`src/hw/rtl/fcbe_pkg.sv`:
```
`timescale 1ns / 1ps
// ----------------------------------------------------------------------------
// fcbe_pkg
// shared types, constants and the gap bucket function of the cadence estimator
// ----------------------------------------------------------------------------
package fcbe_pkg;

    localparam int DEFAULT_HISTORY_DEPTH = 8;

    localparam int CMD_W  = 2;
    localparam int TIME_W = 64;
    localparam int BYTE_W = 32;
    localparam int FPS_W  = 9;
    localparam int KBPS_W = 36;
    localparam int HELD_W = 4;
    localparam int CFG_IDX_W  = 3;
    localparam int CFG_DATA_W = 32;
    localparam int DIV_STEPS  = 64;
    localparam int DIV_CNT_W  = $clog2(DIV_STEPS);

    localparam logic [CMD_W-1:0] CMD_RECORD = 2'd0;
    localparam logic [CMD_W-1:0] CMD_EVAL   = 2'd1;
    localparam logic [CMD_W-1:0] CMD_CLEAR  = 2'd2;

    localparam logic [CFG_IDX_W-1:0] CFG_ENCODER_MODE = 3'd0;
    localparam logic [CFG_IDX_W-1:0] CFG_FR_NUM       = 3'd1;
    localparam logic [CFG_IDX_W-1:0] CFG_FR_DEN       = 3'd2;
    localparam logic [CFG_IDX_W-1:0] CFG_RATE_CTRL    = 3'd3;
    localparam logic [CFG_IDX_W-1:0] CFG_BITRATE      = 3'd4;
    localparam logic [CFG_IDX_W-1:0] CFG_HIGH_PERF    = 3'd5;

    localparam logic [TIME_W-1:0] GAP_MIN     = 64'd2000000;
    localparam logic [TIME_W-1:0] GAP_FPS_24  = 64'd40000000;
    localparam logic [TIME_W-1:0] GAP_FPS_30  = 64'd25000000;
    localparam logic [TIME_W-1:0] GAP_FPS_60  = 64'd12500000;
    localparam logic [TIME_W-1:0] GAP_FPS_120 = 64'd6940000;
    localparam logic [TIME_W-1:0] GAP_FPS_180 = 64'd4860000;
    localparam logic [TIME_W-1:0] GAP_FPS_240 = 64'd3125000;

    localparam logic [FPS_W-1:0] FPS_MAX     = 9'd480;
    localparam logic [FPS_W-1:0] FPS_DEFAULT = 9'd60;

    typedef struct packed {
        logic                  encoder_mode;
        logic [BYTE_W-1:0]     fr_num;
        logic [BYTE_W-1:0]     fr_den;
        logic                  rate_ctrl;
        logic [BYTE_W-1:0]     bitrate;
        logic                  high_perf;
    } cfg_t;

    typedef enum logic [3:0] {
        OP_NONE,
        OP_CAPTURE,
        OP_APPLY,
        OP_SCAN_INIT,
        OP_READ_A,
        OP_LATCH_A,
        OP_READ_B,
        OP_DIFF_B,
        OP_UPD_B,
        OP_NEXT_A,
        OP_PREP,
        OP_DIV_START,
        OP_DIV_STEP,
        OP_FINISH
    } op_t;

    typedef struct packed {
        op_t op;
    } ctrl_t;

    typedef struct packed {
        logic encoder_mode;
        logic a_done;
        logic b_done;
        logic div_done;
    } stat_t;

    function automatic logic [FPS_W-1:0] gap_to_fps(input logic [TIME_W-1:0] g,
                                                    input logic found);
        logic [FPS_W-1:0] f;
        if (!found || g < GAP_MIN)  f = FPS_DEFAULT;
        else if (g > GAP_FPS_24)    f = 9'd24;
        else if (g > GAP_FPS_30)    f = 9'd30;
        else if (g > GAP_FPS_60)    f = 9'd60;
        else if (g > GAP_FPS_120)   f = 9'd120;
        else if (g > GAP_FPS_180)   f = 9'd180;
        else if (g > GAP_FPS_240)   f = 9'd240;
        else                        f = FPS_MAX;
        return f;
    endfunction

endpackage

```
`src/hw/rtl/fcbe_if.sv`:
```
`timescale 1ns / 1ps
// ----------------------------------------------------------------------------
// fcbe_in_if / fcbe_out_if
// valid/ready channels carrying buffer words and estimate words
// ----------------------------------------------------------------------------
interface fcbe_in_if;
    logic                              valid;
    logic                              ready;
    logic [fcbe_pkg::CMD_W-1:0]        command;
    logic [fcbe_pkg::TIME_W-1:0]       frame_time;
    logic [fcbe_pkg::BYTE_W-1:0]       payload_bytes;
    modport source (output valid, command, frame_time, payload_bytes, input ready);
    modport sink   (input valid, command, frame_time, payload_bytes, output ready);
endinterface

interface fcbe_out_if;
    logic                              valid;
    logic                              ready;
    logic [fcbe_pkg::FPS_W-1:0]        frames_per_second;
    logic [fcbe_pkg::KBPS_W-1:0]       kilobit_rate;
    logic [fcbe_pkg::HELD_W-1:0]       samples_held;
    modport source (output valid, frames_per_second, kilobit_rate, samples_held,
                    input ready);
    modport sink   (input valid, frames_per_second, kilobit_rate, samples_held,
                    output ready);
endinterface

```
`src/hw/rtl/fcbe_ram.sv`:
```
`timescale 1ns / 1ps
// ----------------------------------------------------------------------------
// fcbe_ram
// generic one-write one-read ram with registered read data
// ----------------------------------------------------------------------------
module fcbe_ram #(
    parameter int WIDTH = 32,
    parameter int DEPTH = 8
) (
    input  logic                     clk,
    input  logic                     we,
    input  logic [$clog2(DEPTH)-1:0] waddr,
    input  logic [WIDTH-1:0]         wdata,
    input  logic [$clog2(DEPTH)-1:0] raddr,
    output logic [WIDTH-1:0]         rdata
);
    logic [WIDTH-1:0] mem [DEPTH];

    always_ff @(posedge clk)
    begin
        if (we)
        begin
            mem[waddr] <= wdata;
        end
        rdata <= mem[raddr];
    end
endmodule

```
`src/hw/rtl/fcbe_ctrl.sv`:
```
`timescale 1ns / 1ps
// ----------------------------------------------------------------------------
// fcbe_ctrl
// sequencer: history update, pairwise gap scan, division and result hand-off
// ----------------------------------------------------------------------------
module fcbe_ctrl (
    input  logic              clk,
    input  logic              rst_n,
    input  logic              in_valid,
    output logic              in_ready,
    output logic              out_valid,
    input  logic              out_ready,
    output fcbe_pkg::ctrl_t   ctrl,
    input  fcbe_pkg::stat_t   stat
);
    typedef enum logic [3:0] {
        S_IDLE, S_APPLY, S_SCAN_INIT, S_READ_A, S_LATCH_A, S_READ_B,
        S_DIFF_B, S_UPD_B, S_PREP, S_DIV_START, S_DIV_RUN, S_FINISH
    } state_t;

    state_t state_reg, state_next;
    logic   out_valid_reg, out_valid_next;

    assign in_ready  = (state_reg == S_IDLE);
    assign out_valid = out_valid_reg;

    always_comb
    begin
        state_next     = state_reg;
        out_valid_next = out_valid_reg && !out_ready;
        ctrl.op        = fcbe_pkg::OP_NONE;
        case (state_reg)
            S_IDLE:
            begin
                if (in_valid)
                begin
                    ctrl.op    = fcbe_pkg::OP_CAPTURE;
                    state_next = S_APPLY;
                end
            end
            S_APPLY:
            begin
                ctrl.op    = fcbe_pkg::OP_APPLY;
                state_next = stat.encoder_mode ? S_DIV_START : S_SCAN_INIT;
            end
            S_SCAN_INIT:
            begin
                ctrl.op    = fcbe_pkg::OP_SCAN_INIT;
                state_next = S_READ_A;
            end
            S_READ_A:
            begin
                if (stat.a_done)
                begin
                    state_next = S_PREP;
                end
                else
                begin
                    ctrl.op    = fcbe_pkg::OP_READ_A;
                    state_next = S_LATCH_A;
                end
            end
            S_LATCH_A:
            begin
                ctrl.op    = fcbe_pkg::OP_LATCH_A;
                state_next = S_READ_B;
            end
            S_READ_B:
            begin
                if (stat.b_done)
                begin
                    ctrl.op    = fcbe_pkg::OP_NEXT_A;
                    state_next = S_READ_A;
                end
                else
                begin
                    ctrl.op    = fcbe_pkg::OP_READ_B;
                    state_next = S_DIFF_B;
                end
            end
            S_DIFF_B:
            begin
                ctrl.op    = fcbe_pkg::OP_DIFF_B;
                state_next = S_UPD_B;
            end
            S_UPD_B:
            begin
                ctrl.op    = fcbe_pkg::OP_UPD_B;
                state_next = S_READ_B;
            end
            S_PREP:
            begin
                ctrl.op    = fcbe_pkg::OP_PREP;
                state_next = S_DIV_START;
            end
            S_DIV_START:
            begin
                ctrl.op    = fcbe_pkg::OP_DIV_START;
                state_next = S_DIV_RUN;
            end
            S_DIV_RUN:
            begin
                ctrl.op = fcbe_pkg::OP_DIV_STEP;
                if (stat.div_done)
                begin
                    state_next = S_FINISH;
                end
            end
            S_FINISH:
            begin
                if (!out_valid_reg || out_ready)
                begin
                    ctrl.op        = fcbe_pkg::OP_FINISH;
                    out_valid_next = 1'b1;
                    state_next     = S_IDLE;
                end
            end
            default:
            begin
                state_next = S_IDLE;
            end
        endcase
    end

    always_ff @(posedge clk or negedge rst_n)
    begin
        if (!rst_n)
        begin
            state_reg     <= S_IDLE;
            out_valid_reg <= 1'b0;
        end
        else
        begin
            state_reg     <= state_next;
            out_valid_reg <= out_valid_next;
        end
    end
endmodule

```
`src/hw/rtl/fcbe_datapath.sv`:
```
`timescale 1ns / 1ps
// ----------------------------------------------------------------------------
// fcbe_datapath
// sample history, gap search, running sum, shared divider and result registers
// ----------------------------------------------------------------------------
module fcbe_datapath #(
    parameter int HISTORY_DEPTH = fcbe_pkg::DEFAULT_HISTORY_DEPTH
) (
    input  logic                          clk,
    input  logic                          rst_n,
    input  fcbe_pkg::ctrl_t               ctrl,
    output fcbe_pkg::stat_t               stat,
    input  fcbe_pkg::cfg_t                cfg,
    input  logic [fcbe_pkg::CMD_W-1:0]    in_command,
    input  logic [fcbe_pkg::TIME_W-1:0]   in_time,
    input  logic [fcbe_pkg::BYTE_W-1:0]   in_bytes,
    output logic [fcbe_pkg::FPS_W-1:0]    fps_out,
    output logic [fcbe_pkg::KBPS_W-1:0]   kbps_out,
    output logic [fcbe_pkg::HELD_W-1:0]   held_out
);
    localparam int IDX_W  = $clog2(HISTORY_DEPTH);
    localparam int CNT_W  = $clog2(HISTORY_DEPTH + 1);
    localparam int SUM_W  = fcbe_pkg::BYTE_W + CNT_W;
    localparam int PROD_W = SUM_W + fcbe_pkg::FPS_W;
    localparam int TW     = fcbe_pkg::TIME_W;
    localparam int BW     = fcbe_pkg::BYTE_W;

    logic [fcbe_pkg::CMD_W-1:0] cmd_reg;
    logic [TW-1:0]              time_reg;
    logic [BW-1:0]              bytes_reg;

    logic [IDX_W-1:0] slot_reg;
    logic [CNT_W-1:0] count_reg;
    logic [CNT_W-1:0] a_reg;
    logic [CNT_W-1:0] b_reg;
    logic [TW-1:0]    x_reg;
    logic [TW-1:0]    d_reg;
    logic [TW-1:0]    best_reg;
    logic             found_reg;
    logic [SUM_W-1:0] sum_reg;
    logic [fcbe_pkg::FPS_W-1:0] fps_reg;

    logic [TW-1:0]              quo_reg;
    logic [BW-1:0]              rem_reg;
    logic [BW-1:0]              dsr_reg;
    logic [fcbe_pkg::DIV_CNT_W-1:0] div_cnt_reg;

    logic [TW-1:0]    t_rdata;
    logic [BW-1:0]    s_rdata;
    logic [IDX_W-1:0] raddr;
    logic             we;

    // divider step
    logic [BW:0]   rem_shift;
    logic          q_bit;
    logic [BW-1:0] rem_new;

    // result shaping
    logic [BW-1:0]    den_eff;
    logic [PROD_W-1:0] prod;
    logic [fcbe_pkg::FPS_W-1:0]  fps_fin;
    logic [fcbe_pkg::KBPS_W-1:0] kbps_base;
    logic [fcbe_pkg::KBPS_W:0]   kbps_tri;
    logic [CNT_W+fcbe_pkg::HELD_W-1:0] held_wide;

    assign we    = (ctrl.op == fcbe_pkg::OP_APPLY) && (cmd_reg == fcbe_pkg::CMD_RECORD)
                   && !cfg.encoder_mode && (bytes_reg != '0);
    assign raddr = (ctrl.op == fcbe_pkg::OP_READ_B) ? b_reg[IDX_W-1:0] : a_reg[IDX_W-1:0];

    fcbe_ram #(.WIDTH(TW), .DEPTH(HISTORY_DEPTH)) u_time_ram (
        .clk(clk), .we(we), .waddr(slot_reg), .wdata(time_reg),
        .raddr(raddr), .rdata(t_rdata)
    );

    fcbe_ram #(.WIDTH(BW), .DEPTH(HISTORY_DEPTH)) u_size_ram (
        .clk(clk), .we(we), .waddr(slot_reg), .wdata(bytes_reg),
        .raddr(raddr), .rdata(s_rdata)
    );

    assign stat.encoder_mode = cfg.encoder_mode;
    assign stat.a_done       = (a_reg == count_reg);
    assign stat.b_done       = (b_reg == a_reg);
    assign stat.div_done     = (div_cnt_reg == fcbe_pkg::DIV_CNT_W'(fcbe_pkg::DIV_STEPS - 1));

    assign rem_shift = {rem_reg, quo_reg[TW-1]};
    assign q_bit     = (rem_shift >= {1'b0, dsr_reg});
    assign rem_new   = q_bit ? BW'(rem_shift - {1'b0, dsr_reg}) : rem_shift[BW-1:0];

    assign den_eff = (cfg.fr_den == '0) ? BW'(1) : cfg.fr_den;
    assign prod    = PROD_W'(sum_reg) * PROD_W'(fps_reg);

    always_comb
    begin
        if (cfg.encoder_mode)
        begin
            if (quo_reg == '0)
            begin
                fps_fin = 9'd1;
            end
            else if (quo_reg > TW'(fcbe_pkg::FPS_MAX))
            begin
                fps_fin = fcbe_pkg::FPS_MAX;
            end
            else
            begin
                fps_fin = quo_reg[fcbe_pkg::FPS_W-1:0];
            end
            kbps_base = cfg.rate_ctrl ? fcbe_pkg::KBPS_W'(cfg.bitrate[BW-1:10]) : '0;
        end
        else
        begin
            fps_fin   = fps_reg;
            kbps_base = quo_reg[fcbe_pkg::KBPS_W-1:0];
        end
    end

    assign kbps_tri  = {kbps_base, 1'b0} + {1'b0, kbps_base};
    assign held_wide = {{fcbe_pkg::HELD_W{1'b0}}, count_reg};

    always_ff @(posedge clk or negedge rst_n)
    begin
        if (!rst_n)
        begin
            slot_reg  <= '0;
            count_reg <= '0;
        end
        else if (ctrl.op == fcbe_pkg::OP_APPLY)
        begin
            if (we)
            begin
                slot_reg <= (slot_reg == IDX_W'(HISTORY_DEPTH - 1)) ? '0 : slot_reg + 1'b1;
                if (count_reg < CNT_W'(HISTORY_DEPTH))
                begin
                    count_reg <= count_reg + 1'b1;
                end
            end
            else if (cmd_reg == fcbe_pkg::CMD_CLEAR)
            begin
                slot_reg  <= '0;
                count_reg <= '0;
            end
        end
    end

    always_ff @(posedge clk)
    begin
        case (ctrl.op)
            fcbe_pkg::OP_CAPTURE:
            begin
                cmd_reg   <= in_command;
                time_reg  <= in_time;
                bytes_reg <= in_bytes;
            end
            fcbe_pkg::OP_SCAN_INIT:
            begin
                a_reg     <= '0;
                sum_reg   <= '0;
                found_reg <= 1'b0;
                best_reg  <= '0;
            end
            fcbe_pkg::OP_LATCH_A:
            begin
                x_reg   <= t_rdata;
                sum_reg <= sum_reg + SUM_W'(s_rdata);
                b_reg   <= '0;
            end
            fcbe_pkg::OP_DIFF_B:
            begin
                d_reg <= (x_reg > t_rdata) ? x_reg - t_rdata : t_rdata - x_reg;
            end
            fcbe_pkg::OP_UPD_B:
            begin
                if ((d_reg != '0) && (!found_reg || d_reg < best_reg))
                begin
                    best_reg  <= d_reg;
                    found_reg <= 1'b1;
                end
                b_reg <= b_reg + 1'b1;
            end
            fcbe_pkg::OP_NEXT_A:
            begin
                a_reg <= a_reg + 1'b1;
            end
            fcbe_pkg::OP_PREP:
            begin
                fps_reg <= fcbe_pkg::gap_to_fps(best_reg, found_reg);
            end
            fcbe_pkg::OP_DIV_START:
            begin
                rem_reg     <= '0;
                div_cnt_reg <= '0;
                if (cfg.encoder_mode)
                begin
                    quo_reg <= TW'({1'b0, cfg.fr_num} + {1'b0, den_eff} - 1'b1);
                    dsr_reg <= den_eff;
                end
                else
                begin
                    // sum * 8 * fps / 1024 = sum * fps / 128, then divide by count
                    quo_reg <= TW'(prod[PROD_W-1:7]);
                    dsr_reg <= (count_reg == '0) ? BW'(1) : BW'(count_reg);
                end
            end
            fcbe_pkg::OP_DIV_STEP:
            begin
                rem_reg     <= rem_new;
                quo_reg     <= {quo_reg[TW-2:0], q_bit};
                div_cnt_reg <= div_cnt_reg + 1'b1;
            end
            fcbe_pkg::OP_FINISH:
            begin
                fps_out  <= fps_fin;
                kbps_out <= cfg.high_perf ? kbps_base : kbps_tri[fcbe_pkg::KBPS_W-1:0];
                held_out <= held_wide[fcbe_pkg::HELD_W-1:0];
            end
            default:
            begin
            end
        endcase
    end
endmodule

```
`src/hw/rtl/frame_cadence_bitrate_estimator_unit.sv`:
```
`timescale 1ns / 1ps
// ----------------------------------------------------------------------------
// frame_cadence_bitrate_estimator_unit
// per-stream frame rate and kilobit rate estimator for a video codec
// ----------------------------------------------------------------------------
// usage
//   in_ch carries one buffer word per handshake: command, frame_time and
//   payload_bytes. every accepted word yields exactly one estimate word on
//   out_ch: frames_per_second, kilobit_rate and samples_held.
//   registers are written through cfg_we / cfg_index / cfg_data while idle.
// timing
//   decoder: the time per word grows with N = samples held; it is set by the
//   pairwise gap scan, which reads one stored timestamp per ram read, and the
//   64-step divider.
//   encoder: set by the divider alone.
//   one word is in flight at a time; in_ch.ready is high only when idle.
// reset
//   history becomes empty, registers take their reset values, no word pending.
// stall
//   the estimate sits in an output register; a new word may be accepted while
//   it waits, and the next estimate is held back until out_ch takes the old one.
// ----------------------------------------------------------------------------
module frame_cadence_bitrate_estimator_unit #(
    parameter int HISTORY_DEPTH = fcbe_pkg::DEFAULT_HISTORY_DEPTH
) (
    input  logic                              clk,
    input  logic                              rst_n,
    input  logic                              cfg_we,
    input  logic [fcbe_pkg::CFG_IDX_W-1:0]    cfg_index,
    input  logic [fcbe_pkg::CFG_DATA_W-1:0]   cfg_data,
    fcbe_in_if.sink                           in_ch,
    fcbe_out_if.source                        out_ch
);
    fcbe_pkg::cfg_t  cfg_reg;
    fcbe_pkg::ctrl_t ctrl;
    fcbe_pkg::stat_t stat;

    // configuration registers; user must write only between words, not enforced
    always_ff @(posedge clk or negedge rst_n)
    begin
        if (!rst_n)
        begin
            cfg_reg.encoder_mode <= 1'b0;
            cfg_reg.fr_num       <= '0;
            cfg_reg.fr_den       <= fcbe_pkg::BYTE_W'(1);
            cfg_reg.rate_ctrl    <= 1'b0;
            cfg_reg.bitrate      <= '0;
            cfg_reg.high_perf    <= 1'b0;
        end
        else if (cfg_we)
        begin
            case (cfg_index)
                fcbe_pkg::CFG_ENCODER_MODE: cfg_reg.encoder_mode <= cfg_data[0];
                fcbe_pkg::CFG_FR_NUM:       cfg_reg.fr_num       <= cfg_data;
                fcbe_pkg::CFG_FR_DEN:       cfg_reg.fr_den       <= cfg_data;
                fcbe_pkg::CFG_RATE_CTRL:    cfg_reg.rate_ctrl    <= cfg_data[0];
                fcbe_pkg::CFG_BITRATE:      cfg_reg.bitrate      <= cfg_data;
                fcbe_pkg::CFG_HIGH_PERF:    cfg_reg.high_perf    <= cfg_data[0];
                default:
                begin
                end
            endcase
        end
    end

    // sequencer
    fcbe_ctrl u_ctrl (
        .clk       (clk),
        .rst_n     (rst_n),
        .in_valid  (in_ch.valid),
        .in_ready  (in_ch.ready),
        .out_valid (out_ch.valid),
        .out_ready (out_ch.ready),
        .ctrl      (ctrl),
        .stat      (stat)
    );

    // history, gap search and divider
    fcbe_datapath #(.HISTORY_DEPTH(HISTORY_DEPTH)) u_datapath (
        .clk        (clk),
        .rst_n      (rst_n),
        .ctrl       (ctrl),
        .stat       (stat),
        .cfg        (cfg_reg),
        .in_command (in_ch.command),
        .in_time    (in_ch.frame_time),
        .in_bytes   (in_ch.payload_bytes),
        .fps_out    (out_ch.frames_per_second),
        .kbps_out   (out_ch.kilobit_rate),
        .held_out   (out_ch.samples_held)
    );

    // one word in flight: an accepted word drops ready for the next cycle
    a_single_word: assert property (@(posedge clk) disable iff (!rst_n)
        (in_ch.valid && in_ch.ready) |=> !in_ch.ready)
        else $error("input accepted while a word is in flight");

    // frame rate estimates stay between 1 and FPS_MAX
    a_fps_range: assert property (@(posedge clk) disable iff (!rst_n)
        out_ch.valid |-> (out_ch.frames_per_second != '0 &&
                          out_ch.frames_per_second <= fcbe_pkg::FPS_MAX))
        else $error("frame rate out of range");

    // encoder without rate control reports no bitrate
    a_enc_no_rc: assert property (@(posedge clk) disable iff (!rst_n)
        (out_ch.valid && cfg_reg.encoder_mode && !cfg_reg.rate_ctrl)
            |-> (out_ch.kilobit_rate == '0))
        else $error("encoder kilobit rate nonzero with rate control off");

endmodule

```
`src/flat_wrapper.sv`:
```
// flat-port wrapper written by rule: the top's interface ports become plain ports
module frame_cadence_bitrate_estimator_unit_flat 
#(
    parameter int HISTORY_DEPTH = fcbe_pkg::DEFAULT_HISTORY_DEPTH
)
  (clk, rst_n, cfg_we, cfg_index, cfg_data, in_ch_valid, in_ch_command, in_ch_frame_time, in_ch_payload_bytes, in_ch_ready, out_ch_valid, out_ch_frames_per_second, out_ch_kilobit_rate, out_ch_samples_held, out_ch_ready);
  fcbe_in_if in_ch_i ();
  fcbe_out_if out_ch_i ();
  input  logic clk;
  input  logic rst_n;
  input  logic cfg_we;
  input  logic [fcbe_pkg::CFG_IDX_W-1:0] cfg_index;
  input  logic [fcbe_pkg::CFG_DATA_W-1:0] cfg_data;
  input wire logic [$bits(in_ch_i.valid)-1:0] in_ch_valid;
  input wire logic [$bits(in_ch_i.command)-1:0] in_ch_command;
  input wire logic [$bits(in_ch_i.frame_time)-1:0] in_ch_frame_time;
  input wire logic [$bits(in_ch_i.payload_bytes)-1:0] in_ch_payload_bytes;
  output wire logic [$bits(in_ch_i.ready)-1:0] in_ch_ready;
  output wire logic [$bits(out_ch_i.valid)-1:0] out_ch_valid;
  output wire logic [$bits(out_ch_i.frames_per_second)-1:0] out_ch_frames_per_second;
  output wire logic [$bits(out_ch_i.kilobit_rate)-1:0] out_ch_kilobit_rate;
  output wire logic [$bits(out_ch_i.samples_held)-1:0] out_ch_samples_held;
  input wire logic [$bits(out_ch_i.ready)-1:0] out_ch_ready;
  assign in_ch_i.valid = in_ch_valid;
  assign in_ch_i.command = in_ch_command;
  assign in_ch_i.frame_time = in_ch_frame_time;
  assign in_ch_i.payload_bytes = in_ch_payload_bytes;
  assign in_ch_ready = in_ch_i.ready;
  assign out_ch_valid = out_ch_i.valid;
  assign out_ch_frames_per_second = out_ch_i.frames_per_second;
  assign out_ch_kilobit_rate = out_ch_i.kilobit_rate;
  assign out_ch_samples_held = out_ch_i.samples_held;
  assign out_ch_i.ready = out_ch_ready;
  frame_cadence_bitrate_estimator_unit #(.HISTORY_DEPTH(HISTORY_DEPTH)) u_core (.clk(clk), .rst_n(rst_n), .cfg_we(cfg_we), .cfg_index(cfg_index), .cfg_data(cfg_data), .in_ch(in_ch_i), .out_ch(out_ch_i));
endmodule
```
`config.mk`:
```
export PLATFORM = sky130hd
export DESIGN_NAME = frame_cadence_bitrate_estimator_unit_flat
export DESIGN_NICKNAME = d
export VERILOG_FILES = /design/src/hw/rtl/fcbe_pkg.sv /design/src/hw/rtl/fcbe_if.sv /design/src/hw/rtl/fcbe_ram.sv /design/src/hw/rtl/fcbe_ctrl.sv /design/src/hw/rtl/fcbe_datapath.sv /design/src/hw/rtl/frame_cadence_bitrate_estimator_unit.sv /design/src/flat_wrapper.sv
export SDC_FILE = /design/constraint.sdc
export NUM_CORES = 2
export LEC_CHECK = 0
export BUFFER_PORTS_ARGS = -buffer_cell sky130_fd_sc_hd__buf_2
export CAP_MARGIN = 20
export CORE_ASPECT_RATIO = 0.5
export CORE_MARGIN = 2
export CORE_UTILIZATION = 45
export DETAILED_ROUTE_END_ITERATION = 10
export PLACE_DENSITY = 0.63
export REMOVE_ABC_BUFFERS = 1
export SLEW_MARGIN = 40
export SYNTH_ARGS = -nofsm -noshare
export SYNTH_HDL_FRONTEND = slang
export SYNTH_SLANG_ARGS = --single-unit
```
`constraint.sdc`:
```
create_clock -name clk -period 15.6 [get_ports clk]
set_clock_uncertainty 0.15 [all_clocks]
set_input_delay 1.56 -clock clk [delete_from_list [all_inputs] [get_ports clk]]
set_output_delay 1.56 -clock clk [all_outputs]
set_load 0.02 [all_outputs]
```
# [Word level (Yosys, flattened, before mapping)]
# Memory sizes are Yosys's and may differ from the RTL's. A register that Yosys moved wholly into a read port is not among the register bits.
# Cells that the tools add are included.
[op_classes] n_addsub=12 mul=1 n_div=0 order_cmp=12 eq_ne=38 shift=0 muxes=51 n_bitwise=0 n_reduce_logical=41
[ops] op="$pmux W64 S2" count=2
[ops] op="$mux W64" count=3
[ops] op="$gt A64 B23 Y1 const B" count=2
[ops] op="$sub A64 B64 Y64" count=2
[ops] op="$mux W32" count=3
[ops] op="$mux W36" count=2
[ops] op="$pmux W36 S2" count=1
[ops] op="$gt A64 B22 Y1 const B" count=1
[ops] op="$gt A64 B24 Y1 const B" count=1
[ops] op="$gt A64 B25 Y1 const B" count=1
[ops] op="$gt A64 B26 Y1 const B" count=1
[ops] op="$gt A64 B64 Y1" count=1
[ops] op="$gt A64 B9 Y1 const B" count=1
[ops] op="$logic_not A64 Y1" count=1
[ops] op="$lt A64 B21 Y1 const B" count=1
[ops] op="$lt A64 B64 Y1" count=1
[ops] op="$pmux W32 S2" count=1
[ops] op="$reduce_bool A64 Y1" count=1
[ops] op="$pmux W4 S12" count=1
[ops] op="$mul A36 B9 Y45" count=1
[ops] op="$mux W4" count=11
[ops] op="$pmux W4 S11" count=1
[ops] op="$eq A4 B4 Y1 const B" count=10
[ops] op="$add A36 B32 Y36" count=1
[ops] op="45 further kinds" count=104
[totals] reg_bits=638 latchBits=0 ram_bits=768 mem_bits_ro=0 input_bits=138 output_inout_bits=51 wordCells=189 memories=2
[mem_list] name="u_core.u_datapath.u_time_ram.mem" words=8 word_bits=64 rd=1 rd_clocked_by_memory_dff=1 write_ports=1 line="fcbe_ram.sv:17" source="logic [WIDTH-1:0] mem [DEPTH];"
[mem_list] name="u_core.u_datapath.u_size_ram.mem" words=8 word_bits=32 rd=1 rd_clocked_by_memory_dff=1 write_ports=1 line="fcbe_ram.sv:17"

# [Longest topological paths before layout]
[depth] word_depth=10 ltp_mapped=23 depth_no_buf=22

# [Cells and area by module]
# From an unflattened synthesis, not the netlist that was laid out.
[unflattened] cells_unflattened=6541 hier_area_um2=82217.6
[by_module_without_submodules] mod="fcbe_datapath" instances=1 cells_each=5035 area_each_um2=46718.6 seq_area_each_um2=15970.3
[by_module_without_submodules] mod="fcbe_ram at u_core.u_datapath.u_time_ram" instances=1 cells_each=816 area_each_um2=20547.2 seq_area_each_um2=16656.0
[by_module_without_submodules] mod="fcbe_ram at u_core.u_datapath.u_size_ram" instances=1 cells_each=415 area_each_um2=10466.3 seq_area_each_um2=8328.0
[by_module_without_submodules] mod="frame_cadence_bitrate_estimator_unit" instances=1 cells_each=216 area_each_um2=4068.9 seq_area_each_um2=2478.6
[by_module_without_submodules] mod="fcbe_ctrl" instances=1 cells_each=59 area_each_um2=416.6 seq_area_each_um2=125.1

# [Least setup slack after synthesis]
# No wires, ideal clock.
[synth_path] path_kind="register to register" start="reg u_core.u_ctrl.state_reg[1]" end="mem u_core.u_datapath.u_size_ram.mem[8][0], in the netlist u_core.u_datapath.u_size_ram.mem[4][0] (enable)" setup_time_ns=0.688 arrival_time_ns=8.582 required_time_ns=14.762 path_slack_ns=6.180 stages_incl_launch_ff=8 path_buffers=1 synth_period_minus_slack_ns=9.420 cell_sequence="dfrtp_1 -> buf_2 -> inv_1 -> nand2_1 -> nor4_1 -> o211ai_1 -> or2_2 -> nor3b_1"
[synth_via] elab_chain_cells=8 elab_cells_between_ends=19 classes_between="eq/ne (12); mux (3); reduce/logical (4)"
[synth_lines] item="start, declared" line="fcbe_ctrl.sv:21" source="state_t state_reg, state_next;"
[synth_lines] item="start signal, assigned" line="fcbe_ctrl.sv:134" source="state_reg <= state_next;"
[synth_lines] item="$eq A4 B4 Y1, or another cell as far along" line="fcbe_ctrl.sv:32" source="case (state_reg)"
[synth_lines] item="$pmux W4 S12 *" line="fcbe_ctrl.sv:32"
[synth_lines] item="$eq A4 B2 Y1 *" line="fcbe_datapath.sv:66" source="assign we = (ctrl.op == fcbe_pkg::OP_APPLY) && (cmd_reg == fcbe_pkg::CMD_RECORD)"
[synth_lines] item="$logic_and A1 B1 Y1 *" line="fcbe_datapath.sv:66"
[synth_lines] item="$logic_and A1 B1 Y1 * (2 in series)" line="fcbe_datapath.sv:67" source="&& !cfg.encoder_mode && (bytes_reg != '0);"
[synth_lines] item="$mux W1 *" line="fcbe_ram.sv:21" source="if (we)"
[synth_lines] item="$mux W1 (not written as such) *" line="fcbe_ram.sv:23" source="mem[waddr] <= wdata;"
[synth_lines] item="end, declared" line="fcbe_ram.sv:17"
# Every way passes the cells marked *; elsewhere a longest branch is shown, timed or not.

# [Final worst setup path]
[layout_path] start="reg u_core.u_datapath.fps_reg[8] in the netlist's numbering" end="reg u_core.u_datapath.quo_reg[35], data pin"
[layout_via] elab_chain_cells=3
[layout_lines] item="start, declared" line="fcbe_datapath.sv:41" source="logic [fcbe_pkg::FPS_W-1:0] fps_reg;"
[layout_lines] item="start signal, assigned" line="fcbe_datapath.sv:186" source="fps_reg <= fcbe_pkg::gap_to_fps(best_reg, found_reg);"
[layout_lines] item="$mul A36 B9 Y45" line="fcbe_datapath.sv:90" source="assign prod = PROD_W'(sum_reg) * PROD_W'(fps_reg);"
[layout_lines] item="$mux W64" line="fcbe_datapath.sv:192" source="if (cfg.encoder_mode)"
[layout_lines] item="$pmux W64 S2" line="fcbe_datapath.sv:147" source="case (ctrl.op)"
[layout_lines] item="end signal, assigned" line="fcbe_datapath.sv:194" source="quo_reg <= TW'({1'b0, cfg.fr_num} + {1'b0, den_eff} - 1'b1);"
[layout_lines] item="end signal, assigned" line="fcbe_datapath.sv:200" source="quo_reg <= TW'(prod[PROD_W-1:7]);"
[layout_lines] item="end signal, assigned" line="fcbe_datapath.sv:207" source="quo_reg <= {quo_reg[TW-2:0], q_bit};"
[layout_lines] item="end, declared" line="fcbe_datapath.sv:43" source="logic [TW-1:0] quo_reg;"
# Every way passes these cells.
# A chain may end at the register's enable or synchronous reset.

==> insert_results.sql <==
INSERT INTO impl_metrics (metric_group, metric, value, unit) VALUES
('worst_setup_path', 'critPathSlowestCell', 'sky130_fd_sc_hd__fa_1', ''),
('synth', 'synth_edf_count', '1294', ''),
('worst_setup_path', 'slack_of_the_worst_reg_to_reg_path', '9.42', 'ns'),
('pwr', 'p_leak', '34.2', 'nW'),
('final_layout', 'layout.area.seq', '43300', 'um^2'),
('route', 'post_route_drc_violation_count', '0', ''),
('pwr', 'post-layout-total-power', '10.1', 'mW'),
('sta', 'final.setup.worst_slack', '9.42', 'ns'),
('worst_setup_path', 'start_kind', 'flip-flop', ''),
('route', 'routed-via-count', '49300', ''),
('grt', 'overflow', '0', ''),
('sta', 'slew-limit-headroom', '44.8', '%'),
('synth', 'ys_top_cells_by_area', 'sky130_fd_sc_hd__edfxtp_1 (48%), sky130_fd_sc_hd__ha_1 (7.0%), sky130_fd_sc_hd__mux4_2 (5.4%)', ''),
('die', 'std_cell_rows', '109', ''),
('worst_setup_path', 'worst_path_largest_cell_delay', '0.54', 'ns'),
('final_layout', 'final_layout_size_suffix_gt1_share', '13.0', '%'),
('run_status', 'status', 'complete, no violations', ''),
('worst_setup_path', 'worstSetupPathType', 'reg -> reg', ''),
('cts', 'path_clk_slew', '0.07', 'ns'),
('synth', 'yosys_warnings', '0', ''),
('synth', 'synth_sequential_area_ratio', '53.8', '%'),
('cts', 'clock_path_buffers', '4', ''),
('final_layout', 'final_nets', '7406', ''),
('synth', 'postSynthCellCount', '6444', ''),
('worst_setup_path', 'crit_required', '15.98', 'ns'),
('sta', 'slew_of_the_pin_with_the_lowest_slew_margin', '0.828', 'ns'),
('grt', 'grt.total_usage', '20.1', '%'),
('cts', 'cts-root-buf', 'sky130_fd_sc_hd__clkbuf_16', ''),
('worst_setup_path', 'critical_path.reg2reg.endpoint', 'u_core.u_datapath.quo_reg[35]', ''),
('cts', 'post_cts_resized', '0', ''),
('worst_setup_path', 'timing.reg2reg.worst_path_depth', '20', ''),
('synth', 'avgSynthCellArea', '12.5', 'um^2'),
('route', 'detail_route.iter0.violations', '3886', ''),
('sta', 'period_needed', '6.18', 'ns'),
('route', 'route.final.wire_length', '183', 'mm'),
('die', 'die-area', '182000', 'um^2'),
('worst_setup_path', 'critPathLaunch', 'u_core.u_datapath.fps_reg[8]', ''),
('die', 'top_level_ports', '189', ''),
('cts', 'htree_num_levels', '4', ''),
('sta', 'fin_crit_sh', '39.6', '%'),
('synth', 'synth.cell_area', '80500', 'um^2'),
('die', 'floorplan.initialDensity', '45.4', '%'),
('worst_setup_path', 'crit_path_end_kind', 'flip-flop', ''),
('route', 'firstDrtPassIters', '8', ''),
('grt', 'number_of_global_route_vias_before_repair', '49400', ''),
('final_layout', 'final_cell_count_no_fill', '9108', ''),
('worst_setup_path', 'timing.critical_path.mode_cell', 'sky130_fd_sc_hd__fa_1', ''),
('sta', 'achievable-frequency', '162', 'MHz'),
('route', 'routedWlPerCell', '20.1', 'um'),
('grt', 'grt_pass1_wl', '288', 'mm'),
('place', 'dp.cells', '8841', ''),
('grt', 'grt_max_degree', '97', ''),
('die', 'die_x', '602', 'um'),
('place', 'hpwl', '125', 'mm'),
('synth', 'postSynth.asyncResetShare', '6.77', '%'),
('worst_setup_path', 'timing.critical_path.fanout_max', '37', ''),
('sta', 'timing_max_transition_violations_final', '0', ''),
('final_layout', 'fill_cells', '15400', ''),
('job', 'drv.max_cap_violation_count', '0', ''),
('sta', 'rsz0062_at_grt', 'no', ''),
('min_path', 'worst_hold_class', 'reg -> reg', ''),
('cts', 'tritoncts', 'yes', ''),
('worst_setup_path', 'worst-endpoint-arrival', '6.56', 'ns'),
('cts', 'post_cts_buffers', '0', ''),
('sta', 'timing.setup.tns', '0', 'ns'),
('synth', 'synth.largest_area_cell', 'sky130_fd_sc_hd__edfxtp_1', ''),
('synth', 'yosysMostFrequentCell', 'sky130_fd_sc_hd__edfxtp_1', ''),
('cts', 'tritoncts_num_sinks', '1491', ''),
('place', 'buffer_ports.inserted', '188', ''),
('synth', 'synth_top_area_share', '48.3', '%'),
('final_layout', 'fin_util', '50.3', '%');
## logic make-up after synthesis
logic type      share of synthesized area [%]
simple gates                             9.59
flops                                    53.8
compound gates                           9.53
buf+inv                                  4.72
fa+ha+maj                                12.2
mux                                      7.78
xor+xnor                                 2.38
## critical path, delay by kind of cell (launching register included)
kind,cells,cell delay [ns]
buffers and inverters,3,0.35
flip-flops,1,0.36
adder cells (fa/ha/maj),5,2.44
AND/OR/NAND/NOR,3,0.49
AO/OA/AOI/OAI,8,1.96
multiplexers,1,0.17
## layer usage
layer	vias up	GRT usage, %	part of all wire, %
met4	14	4.52	2.0
met1	24400	28.5	47
li1	23600	-	-
met5	-	0	0.048
met2	1054	33.2	47
met3	236	2.71	4.3
## worst min-delay path by stage
stage / cells past startpoint / slack [ns] / start / endpoint
after floorplan: 0 / 0.26 / u_core.u_datapath.u_time_ram.rdata[63] / u_core.u_datapath.x_reg[63]
after global placement: 0 / 0.30 / u_core.u_datapath.u_time_ram.rdata[44] / u_core.u_datapath.x_reg[44]
after detailed placement: 0 / 0.30 / u_core.u_datapath.u_time_ram.rdata[2] / u_core.u_datapath.x_reg[2]
after CTS: 0 / 0.32 / u_core.u_datapath.u_time_ram.rdata[2] / u_core.u_datapath.x_reg[2]
after global routing: 0 / 0.34 / u_core.u_datapath.u_time_ram.rdata[51] / u_core.u_datapath.x_reg[51]
final: 0 / 0.32 / u_core.u_datapath.u_time_ram.rdata[2] / u_core.u_datapath.x_reg[2]
## area by class of cell
cell class	count	share of cell area (%)
multi-input cells	3977	37.7
clock buffers	197	4.70
well taps	2386	3.35
diodes	2	0.00562
repair buffers	253	1.80
inverters	736	3.10
flip-flops and latches	1491	48.6
clock inverters	66	0.698
## layout by cell type (no fill, tap or decap), types with 16 or more instances in the layout
| cell type | synthesis | layout |
|---|---|---|
| sky130_fd_sc_hd__clkbuf_1 | 150 | 26 |
| sky130_fd_sc_hd__mux2_2 | 131 | 131 |
| sky130_fd_sc_hd__a21o_1 | 155 | 155 |
| sky130_fd_sc_hd__nor2_1 | 289 | 284 |
| sky130_fd_sc_hd__nor2b_1 | 53 | 52 |
| sky130_fd_sc_hd__or3_1 | 16 | 16 |
| sky130_fd_sc_hd__o21ai_0 | 303 | 302 |
| sky130_fd_sc_hd__nor3_1 | 68 | 63 |
| sky130_fd_sc_hd__dfxtp_1 | 96 | 96 |
| sky130_fd_sc_hd__clkbuf_8 | 0 | 17 |
| sky130_fd_sc_hd__nor4_1 | 78 | 75 |
| sky130_fd_sc_hd__buf_6 | 3 | 16 |
| sky130_fd_sc_hd__o21ai_1 | 20 | 20 |
| sky130_fd_sc_hd__a31oi_1 | 40 | 40 |
| sky130_fd_sc_hd__xor2_1 | 81 | 81 |
| sky130_fd_sc_hd__fa_1 | 209 | 209 |
| sky130_fd_sc_hd__nand4_1 | 81 | 81 |
| sky130_fd_sc_hd__ha_1 | 451 | 451 |
| sky130_fd_sc_hd__dfrtp_1 | 100 | 99 |
| sky130_fd_sc_hd__nand2b_1 | 54 | 54 |
| sky130_fd_sc_hd__o31ai_1 | 25 | 25 |
| sky130_fd_sc_hd__a21boi_0 | 18 | 18 |
| sky130_fd_sc_hd__nand3_1 | 74 | 74 |
| sky130_fd_sc_hd__o211ai_1 | 24 | 24 |
| sky130_fd_sc_hd__buf_4 | 12 | 40 |
| sky130_fd_sc_hd__and3_1 | 17 | 17 |
| sky130_fd_sc_hd__xnor2_1 | 138 | 138 |
| sky130_fd_sc_hd__buf_2 | 52 | 187 |
| sky130_fd_sc_hd__a21oi_1 | 364 | 363 |
| sky130_fd_sc_hd__inv_1 | 735 | 734 |
| sky130_fd_sc_hd__mux4_2 | 192 | 192 |
| sky130_fd_sc_hd__o21bai_1 | 59 | 59 |
| sky130_fd_sc_hd__o21a_1 | 43 | 43 |
| sky130_fd_sc_hd__mux2i_1 | 46 | 43 |
| sky130_fd_sc_hd__clkbuf_16 | 0 | 154 |
| sky130_fd_sc_hd__and2_1 | 352 | 351 |
| sky130_fd_sc_hd__edfxtp_1 | 1294 | 1294 |
| sky130_fd_sc_hd__a211oi_1 | 41 | 41 |
| sky130_fd_sc_hd__nand2_1 | 367 | 367 |
| sky130_fd_sc_hd__clkinv_2 | 0 | 19 |
## through the flow
step           hold slack (ns)  cell area, um^2
2_1_floorplan            0.258            79500
3_3_place_gp             0.300            84000
3_5_place_dp             0.302            84200
4_1_cts                  0.318            89000
5_1_grt                  0.336            89100
6_report                 0.316            89100
## power by group
part | total [mW] | switching [mW] | internal, mW
combinational | 1.84 | 1.05 | 0.792
clock | 3.59 | 1.54 | 2.05
sequential | 4.65 | 0.133 | 4.52
total | 10.1 | 2.72 | 7.36
Power figures use the tool's default switching activity.
